## config.mk

```make
export PLATFORM = sky130hd
export DESIGN_NAME = piecewise_linear_interpolator
export DESIGN_NICKNAME = d
export VERILOG_FILES = /design/src/pli_pkg.sv /design/src/pli_ram.sv /design/src/piecewise_linear_interpolator.sv
export VERILOG_INCLUDE_DIRS = /design/src /design/src/src
export SDC_FILE = /design/constraint.sdc
export NUM_CORES = 2
export LEC_CHECK = 0
export ABC_AREA = 0
export BUFFER_PORTS_ARGS = -buffer_cell sky130_fd_sc_hd__buf_2
export CELL_PAD_IN_SITES_DETAIL_PLACEMENT = 0
export CELL_PAD_IN_SITES_GLOBAL_PLACEMENT = 2
export CORE_MARGIN = 3
export CORE_UTILIZATION = 48
export CTS_CLUSTER_SIZE = 14
export DETAILED_ROUTE_END_ITERATION = 12
export GPL_TIMING_DRIVEN = 0
export PLACE_DENSITY = 0.94
export SYNTH_ARGS = -nofsm -noshare
export SYNTH_HDL_FRONTEND = slang
export SYNTH_SLANG_ARGS = --single-unit
```

## constraint.sdc

```tcl
create_clock -name i_clk -period 31.4 [get_ports i_clk]
set_clock_uncertainty 0.05 [all_clocks]
set_input_delay 0 -clock i_clk [delete_from_list [all_inputs] [get_ports i_clk]]
set_output_delay 0 -clock i_clk [all_outputs]
set_load 0.02 [all_outputs]
```

## src/assert_macros.svh

```systemverilog
// Assertion helpers used by the interpolator RTL.
`ifndef ASSERT_MACROS_SVH
`define ASSERT_MACROS_SVH

// Same-cycle implication, disabled while reset is asserted.
`define PLI_ASSERT_IMPL(lbl, clk, rst_n, ante, cons, msg) \
    lbl: assert property (@(posedge clk) disable iff (!(rst_n)) (ante) |-> (cons)) \
        else $error(msg);

// Next-cycle implication, disabled while reset is asserted.
`define PLI_ASSERT_NEXT(lbl, clk, rst_n, ante, cons, msg) \
    lbl: assert property (@(posedge clk) disable iff (!(rst_n)) (ante) |=> (cons)) \
        else $error(msg);

`endif

```

## src/pli_pkg.sv

```systemverilog
// ----------------------------------------------------------------------------
// Piecewise linear interpolator package
// Field widths, operation codes and the sequencer state type.
// ----------------------------------------------------------------------------
`timescale 1ns / 1ps
`default_nettype none

package pli_pkg;

    // Widths of the item fields.
    localparam int WL_W   = 16;
    localparam int VAL_W  = 24;
    localparam int CNT_W  = 7;
    localparam int IDX_W  = 6;
    localparam int FRAC_W = 16;

    // Width of one table word: wavelength above value.
    localparam int ENTRY_W = WL_W + VAL_W;

    // Product of a value difference and a fraction.
    localparam int PROD_W = (VAL_W + 1) + (FRAC_W + 1);

    typedef enum logic [0:0] {
        OP_LOAD   = 1'b0,
        OP_SAMPLE = 1'b1
    } t_op;

    typedef enum logic [2:0] {
        ST_IDLE,
        ST_LAST,
        ST_SCAN,
        ST_DIV,
        ST_MUL,
        ST_SUM
    } t_state;

endpackage

`default_nettype wire

```

## src/pli_ram.sv

```systemverilog
// ----------------------------------------------------------------------------
// Generic single-port-write RAM
// One write port and one read port, read data registered.
// ----------------------------------------------------------------------------
`timescale 1ns / 1ps
`default_nettype none

module pli_ram #(
    parameter int WIDTH = 40,
    parameter int DEPTH = 64
) (
    input  wire logic                     i_clk,
    input  wire logic                     i_we,
    input  wire logic [$clog2(DEPTH)-1:0] i_waddr,
    input  wire logic [WIDTH-1:0]         i_wdata,
    input  wire logic [$clog2(DEPTH)-1:0] i_raddr,
    output logic      [WIDTH-1:0]         o_rdata
);

    logic [WIDTH-1:0] r_mem [DEPTH];

    // Write and registered read.
    always_ff @(posedge i_clk) begin
        if (i_we) begin
            r_mem[i_waddr] <= i_wdata;
        end
        o_rdata <= r_mem[i_raddr];
    end

endmodule

`default_nettype wire

```

## src/piecewise_linear_interpolator.sv

```systemverilog
// ----------------------------------------------------------------------------
// Piecewise linear interpolator
// Breakpoint table in RAM, sequential segment search, restoring divider
// for the segment fraction and one multiply to blend the two values.
//
// Channel   Direction  Handshake                  Word
// item      in         start & !busy              operation, index, wavelength, value
// result    out        o_result_valid (1 cycle)   result_value, in_range
// config    in         i_cfg_valid & o_cfg_ready  point_count
//
// A load is written into the table at its accept edge and leaves the block idle.
// A sample reads the last entry, then scans the table entries in index order
// over the RAM read port, runs the restoring divider, the multiply and the sum,
// and registers the result word. Out-of-range queries finish at the first
// scan step, on entry 0.
// Reset clears the sequencer and sets point_count to 1; the table is not
// cleared. The result receiver cannot stall, so results are never held back.
// ----------------------------------------------------------------------------
`timescale 1ns / 1ps
`default_nettype none

module piecewise_linear_interpolator #(
    parameter int MAX_POINTS = 64
) (
    input  wire logic                            i_clk,
    input  wire logic                            i_rst_n,
    input  wire logic                            start,
    output logic                                 busy,
    input  wire logic                            i_operation,
    input  wire logic [pli_pkg::IDX_W-1:0]       i_entry_index,
    input  wire logic [pli_pkg::WL_W-1:0]        i_wavelength,
    input  wire logic signed [pli_pkg::VAL_W-1:0] i_point_value,
    output logic                                 o_result_valid,
    output logic signed [pli_pkg::VAL_W-1:0]     o_result_value,
    output logic                                 o_in_range,
    input  wire logic                            i_cfg_valid,
    output logic                                 o_cfg_ready,
    input  wire logic [pli_pkg::CNT_W-1:0]       i_cfg_point_count
);

    import pli_pkg::*;

`include "assert_macros.svh"

    localparam int AW = $clog2(MAX_POINTS);

    // Control registers.
    t_state             r_state, n_state;
    logic [CNT_W-1:0]   r_point_count;
    logic               r_res_valid, n_res_valid;

    // Datapath registers.
    logic [WL_W-1:0]          r_q, n_q;
    logic [CNT_W-1:0]         r_n, n_n;
    logic [CNT_W-1:0]         r_k, n_k;
    logic [WL_W-1:0]          r_last_wl, n_last_wl;
    logic [VAL_W-1:0]         r_last_val, n_last_val;
    logic [WL_W-1:0]          r_prev_wl, n_prev_wl;
    logic [VAL_W-1:0]         r_prev_val, n_prev_val;
    logic signed [VAL_W:0]    r_diff, n_diff;
    logic [VAL_W-1:0]         r_vl, n_vl;
    logic [WL_W-1:0]          r_den, n_den;
    logic [WL_W-1:0]          r_rem, n_rem;
    logic [FRAC_W-1:0]        r_quot, n_quot;
    logic [3:0]               r_bit, n_bit;
    logic signed [PROD_W-1:0] r_prod, n_prod;
    logic [VAL_W-1:0]         r_res_value, n_res_value;
    logic                     r_in_range, n_in_range;

    // Table RAM signals.
    logic                 ram_we;
    logic [AW-1:0]        ram_waddr;
    logic [AW-1:0]        ram_raddr;
    logic [ENTRY_W-1:0]   ram_wdata;
    logic [ENTRY_W-1:0]   ram_rdata;
    logic [WL_W-1:0]      rd_wl;
    logic [VAL_W-1:0]     rd_val;

    logic                 accept;
    logic [CNT_W-1:0]     n_active;
    logic [WL_W:0]        rem_shift;

    assign busy        = (r_state != ST_IDLE);
    assign o_cfg_ready = !busy;
    assign accept      = start && !busy;

    // Breakpoints in use: zero acts as one, large counts saturate.
    always_comb begin
        if (r_point_count == '0) begin
            n_active = CNT_W'(1);
        end else if (int'(r_point_count) > MAX_POINTS) begin
            n_active = CNT_W'(MAX_POINTS);
        end else begin
            n_active = r_point_count;
        end
    end

    // Loads write the table at their accept edge; indexes past the table drop.
    assign ram_we    = accept && (i_operation == OP_LOAD)
                       && (int'(i_entry_index) < MAX_POINTS);
    assign ram_waddr = AW'(i_entry_index);
    assign ram_wdata = {i_wavelength, i_point_value};

    assign rd_wl  = ram_rdata[ENTRY_W-1:VAL_W];
    assign rd_val = ram_rdata[VAL_W-1:0];

    // Read address: last entry on accept, then entry 0, then one ahead of the scan.
    always_comb begin
        unique case (r_state)
            ST_IDLE: ram_raddr = AW'(n_active - CNT_W'(1));
            ST_SCAN: ram_raddr = AW'(r_k + CNT_W'(1));
            default: ram_raddr = '0;
        endcase
    end

    pli_ram #(
        .WIDTH (ENTRY_W),
        .DEPTH (MAX_POINTS)
    ) u_table (
        .i_clk   (i_clk),
        .i_we    (ram_we),
        .i_waddr (ram_waddr),
        .i_wdata (ram_wdata),
        .i_raddr (ram_raddr),
        .o_rdata (ram_rdata)
    );

    assign rem_shift = {r_rem, 1'b0};

    // Sequencer: next state and datapath updates.
    always_comb begin
        n_state     = r_state;
        n_res_valid = 1'b0;
        n_q         = r_q;
        n_n         = r_n;
        n_k         = r_k;
        n_last_wl   = r_last_wl;
        n_last_val  = r_last_val;
        n_prev_wl   = r_prev_wl;
        n_prev_val  = r_prev_val;
        n_diff      = r_diff;
        n_vl        = r_vl;
        n_den       = r_den;
        n_rem       = r_rem;
        n_quot      = r_quot;
        n_bit       = r_bit;
        n_prod      = r_prod;
        n_res_value = r_res_value;
        n_in_range  = r_in_range;

        unique case (r_state)
            ST_IDLE: begin
                if (accept && (i_operation == OP_SAMPLE)) begin
                    n_q     = i_wavelength;
                    n_n     = n_active;
                    n_state = ST_LAST;
                end
            end

            // The last breakpoint arrives; entry 0 is being read.
            ST_LAST: begin
                n_last_wl  = rd_wl;
                n_last_val = rd_val;
                n_k        = '0;
                n_state    = ST_SCAN;
            end

            // One table entry arrives per cycle, in index order.
            ST_SCAN: begin
                n_prev_wl  = rd_wl;
                n_prev_val = rd_val;
                n_k        = r_k + CNT_W'(1);
                if (r_k == '0) begin
                    if ((r_q < rd_wl) || (r_q > r_last_wl)) begin
                        n_res_value = '0;
                        n_in_range  = 1'b0;
                        n_res_valid = 1'b1;
                        n_state     = ST_IDLE;
                    end else if (r_n == CNT_W'(1)) begin
                        n_res_value = r_last_val;
                        n_in_range  = 1'b1;
                        n_res_valid = 1'b1;
                        n_state     = ST_IDLE;
                    end
                end else if ((r_prev_wl <= r_q) && (r_q < rd_wl)) begin
                    // Segment found: set up the fraction division.
                    n_den   = rd_wl - r_prev_wl;
                    n_rem   = r_q - r_prev_wl;
                    n_quot  = '0;
                    n_bit   = 4'd15;
                    n_vl    = r_prev_val;
                    n_diff  = $signed({rd_val[VAL_W-1], rd_val})
                              - $signed({r_prev_val[VAL_W-1], r_prev_val});
                    n_state = ST_DIV;
                end else if (r_k == r_n - CNT_W'(1)) begin
                    // No segment matched: the result is the last breakpoint's value.
                    n_res_value = r_last_val;
                    n_in_range  = 1'b1;
                    n_res_valid = 1'b1;
                    n_state     = ST_IDLE;
                end
            end

            // Restoring division, one quotient bit per cycle.
            ST_DIV: begin
                if (rem_shift >= {1'b0, r_den}) begin
                    n_rem  = WL_W'(rem_shift - {1'b0, r_den});
                    n_quot = {r_quot[FRAC_W-2:0], 1'b1};
                end else begin
                    n_rem  = rem_shift[WL_W-1:0];
                    n_quot = {r_quot[FRAC_W-2:0], 1'b0};
                end
                n_bit = r_bit - 4'd1;
                if (r_bit == '0) begin
                    n_state = ST_MUL;
                end
            end

            ST_MUL: begin
                n_prod  = r_diff * $signed({1'b0, r_quot});
                n_state = ST_SUM;
            end

            // Arithmetic shift by the fraction width, then add the left value.
            ST_SUM: begin
                n_res_value = r_vl + r_prod[FRAC_W+VAL_W-1:FRAC_W];
                n_in_range  = 1'b1;
                n_res_valid = 1'b1;
                n_state     = ST_IDLE;
            end

            default: n_state = ST_IDLE;
        endcase
    end

    // Control registers.
    always_ff @(posedge i_clk) begin
        if (!i_rst_n) begin
            r_state       <= ST_IDLE;
            r_res_valid   <= 1'b0;
            r_point_count <= CNT_W'(1);
        end else begin
            r_state     <= n_state;
            r_res_valid <= n_res_valid;
            if (i_cfg_valid && o_cfg_ready) begin
                r_point_count <= i_cfg_point_count;
            end
        end
    end

    // Datapath registers.
    always_ff @(posedge i_clk) begin
        r_q         <= n_q;
        r_n         <= n_n;
        r_k         <= n_k;
        r_last_wl   <= n_last_wl;
        r_last_val  <= n_last_val;
        r_prev_wl   <= n_prev_wl;
        r_prev_val  <= n_prev_val;
        r_diff      <= n_diff;
        r_vl        <= n_vl;
        r_den       <= n_den;
        r_rem       <= n_rem;
        r_quot      <= n_quot;
        r_bit       <= n_bit;
        r_prod      <= n_prod;
        r_res_value <= n_res_value;
        r_in_range  <= n_in_range;
    end

    assign o_result_valid = r_res_valid;
    assign o_result_value = $signed(r_res_value);
    assign o_in_range     = r_in_range;

    // A result appears only as the sequencer returns to idle.
    `PLI_ASSERT_IMPL(a_result_when_idle, i_clk, i_rst_n, o_result_valid, !busy,
        "result word while the sequencer is busy")

    // An out-of-range result carries a zero value.
    `PLI_ASSERT_IMPL(a_out_of_range_zero, i_clk, i_rst_n,
        o_result_valid && !o_in_range, o_result_value == '0,
        "out-of-range result with a nonzero value")

    // A load completes at once and gives no result.
    `PLI_ASSERT_NEXT(a_load_no_result, i_clk, i_rst_n,
        start && !busy && (i_operation == OP_LOAD), !busy && !o_result_valid,
        "load word produced a result or left the block busy")

    // An accepted sample starts the search.
    `PLI_ASSERT_NEXT(a_sample_starts, i_clk, i_rst_n,
        start && !busy && (i_operation == OP_SAMPLE), r_state == ST_LAST,
        "sample word did not start the table search")

endmodule

`default_nettype wire

```

==> flow_summary.toml <==
[synthesis]
yosysWarnings = 0
synth_ff_type = "edfxtp_1"
ys_ff_latch = 2871
synth_area_leaders = "edfxtp_1 65%, nand2_1 6.2%, fa_1 5.8%"
synth_area_mm2 = 0.131
synth_top_cell_by_area = "edfxtp_1"
syn_inst = 9939
synth-edff-count = 2820
yosysTopAreaCellShare = 0.646
synth_nets = 10606
yosysUniqueCellTypes = 82
yosysSeqAreaShare = 0.654
async_flop_share = 0
avgSynthCellArea_um2 = 13.2

[critical_path]
crit_required_ns = 31.92
cp-end-kind = "flop"
crit_fanout = 10
crit_type = "flop to flop"
cp.arrival_ns = 8.81
critPathLaunchType = "flop"

[clock_network]
numCtsBuffers = 301
clk-insertion-delay-late_ns = 0.89
cts-root-buf = "clkbuf_16"
clk_path_buf_depth = 4
cts_tree = "built"
cts.sinks = 2871
clkTransAtPathRegs_ns = 0.06
ctsResizeCount = 0
htree_levels = 5

[job]
maxCapViolations = 2

[timing]
maxSlewHeadroom = -0.205
drv_slew = 69
finalSetupViolations = 0
maxClockFrequency_mhz = 121
hold_ws_ns = 0.0526
min_period_ns = 8.29
finalSetupTns_ns = 0
min_period_over_period = 0.264
tightest_slew_ns = 1.80
hold_violations = 0
rsz0062_at_grt = "false"

[placement]
dp_hpwl_mm = 286
globalplace.congestion = 1.01
portBuffers = 82

[floorplanning]
die_h_um = 529
pin_count = 86
die_area_mm2 = 0.279
die_x_um = 529
fp-row-count = 191
core_mm2 = 0.271
initial_utilization = 0.483

[routing]
dr_total_vias = 85806
drt-total-wl_mm = 404
drt-wirelength-per-cell_um = 28.2
drt.antenna.violating_nets = 0
viasPerCell = 5.99
drtIter0Drc = 11582
drc = 0
first_pass_iters = 6

[status]
violations = "max-capacitance violations, max-slew violations"
outcome = "finished with violations"

[worst_hold_path]
hp-class = "input pin to flop"

[global_routing]
grt_pass1_vias = 84058
grt_max_degree = 66
grt_overflow = 0
antenna_found_initial = 30
grt_usage = 0.285
grt_pass1_wl_mm = 580

[finish]
ff_latch_area_mm2 = 0.0857
layout-drive-gt1-share = 0.0860
nFillCells = 21700
final_cell_mix = "2,820 x edfxtp_1, 2,162 x nand2_1, 855 x nand3_1, 549 x inv_1, 531 x mux2i_1"
final_common_cell = "edfxtp_1"
nets = 11168
multi_input_comb_area_mm2 = 0.0413
area_growth_pct = 13.6
[state kept, by name (all words and copies together) (netlist names), 24 cells and up]
| register | cells |
|---|---|
| r_prod | 24 |
| r_last_val | 24 |
| u_table.r_mem | 2560 |
| u_table.o_rdata | 40 |
| o_result_value | 24 |
| r_diff | 25 |
| r_vl | 24 |
| r_prev_val | 24 |
[cell type report]
class,count,share of cell area
Clock buffer,391,0.0546
Tap cell,3570,0.0300
Clock inverter,140,0.00786
Sequential cell,2871,0.576
Timing Repair Buffer,259,0.0224
Multi-Input combinational cell,5938,0.278
Buffer,580,0.0176
Inverter,550,0.0139
Antenna cell,17,0.000286
[timing repair]
item	CTS	global route
setup buffers	0	0
hold endpoints to repair	1882	385
hold buffers	65	6
[Yosys cell counts, drive strengths merged (10+ instances only)]
cell type / instances
a21o: 36
xnor2: 80
mux2i: 531
fa: 382
a211oi: 90
a21boi: 10
nand4: 18
buf: 235
o31ai: 14
edfxtp: 2820
a21oi: 102
and3: 177
nand2: 2162
nor2b: 27
o21ai: 83
a31oi: 90
and2: 177
xor2: 40
dfxtp: 51
ha: 227
nor3: 35
mux2: 41
inv: 550
nor2: 176
nand3: 855
clkbuf: 345
nand2b: 31
a311oi: 331
o32ai: 38
o21a: 19
a221o: 38
[routing by layer]
layer  track usage  part of all wire  wire (µm)  vias up
li1              -                 -          -    37173
met1         0.374              0.38     152000    42947
met2         0.447              0.46     185000     4771
met3        0.0667              0.11      43000      913
met4         0.142             0.058      23600        2
met5             0          0.000032         13        -
[metrics by stage]
stage	util	instances	worst slack, ns	instance area [µm²]
2_1_floorplan	-	9939	21.49	131000
3_3_place_gp	0.501	13591	17.46	136000
3_5_place_dp	0.511	13696	23.19	139000
4_1_cts	0.548	14292	23.16	149000
5_1_grt	0.549	14301	22.74	149000
6_report	0.549	14316	23.11	149000
[cells by family after synthesis]
| kind of cell | Yosys count | synth area share |
|---|---|---|
| multiplexers | 572 | 0.0441 |
| AO/OA/AOI/OAI | 931 | 0.0540 |
| buffers and inverters | 1130 | 0.0357 |
| adder cells (fa/ha/maj) | 609 | 0.0800 |
| XOR/XNOR | 120 | 0.00802 |
| flip-flops | 2871 | 0.654 |
| AND/OR/NAND/NOR | 3706 | 0.124 |
[path summary, 6_finish.rpt]
check,startpoint,depth (start not counted),slack (ns),endpoint
max,r_quot[3]$_SDFFCE_PN0P_,22,23.11,r_prod[39]$_DFFE_PP_
min,i_point_value[21],2,0.05,u_table.r_mem[15][21]$_DFFE_PP_
min reg2reg,r_prev_val[13]$_DFFE_PN_,0,0.39,r_vl[13]$_DFFE_PP_
max reg2reg,r_quot[3]$_SDFFCE_PN0P_,22,23.11,r_prod[39]$_DFFE_PP_
[worst max-delay path, cell delays in order (launching register included)]
cell       delay [ns]
edfxtp_1         0.32
clkbuf_1         0.51
clkbuf_1         0.71
nand2_1          0.19
fa_1             0.55
fa_1             0.55
fa_1             0.55
inv_1            0.07
fa_1             0.48
fa_1             0.52
inv_1            0.05
fa_1             0.48
inv_1            0.04
ha_1             0.19
nor3_1           0.59
o211ai_1         0.44
a311oi_1         0.46
a21oi_1          0.25
o2111ai_1        0.35
a31oi_1          0.17
a21o_1           0.23
a21oi_1          0.17
xnor2_1          0.10
Power is left out: the tool's default activity adds up to more than one toggle a clock period on the data nets, which glitch-free logic cannot reach.
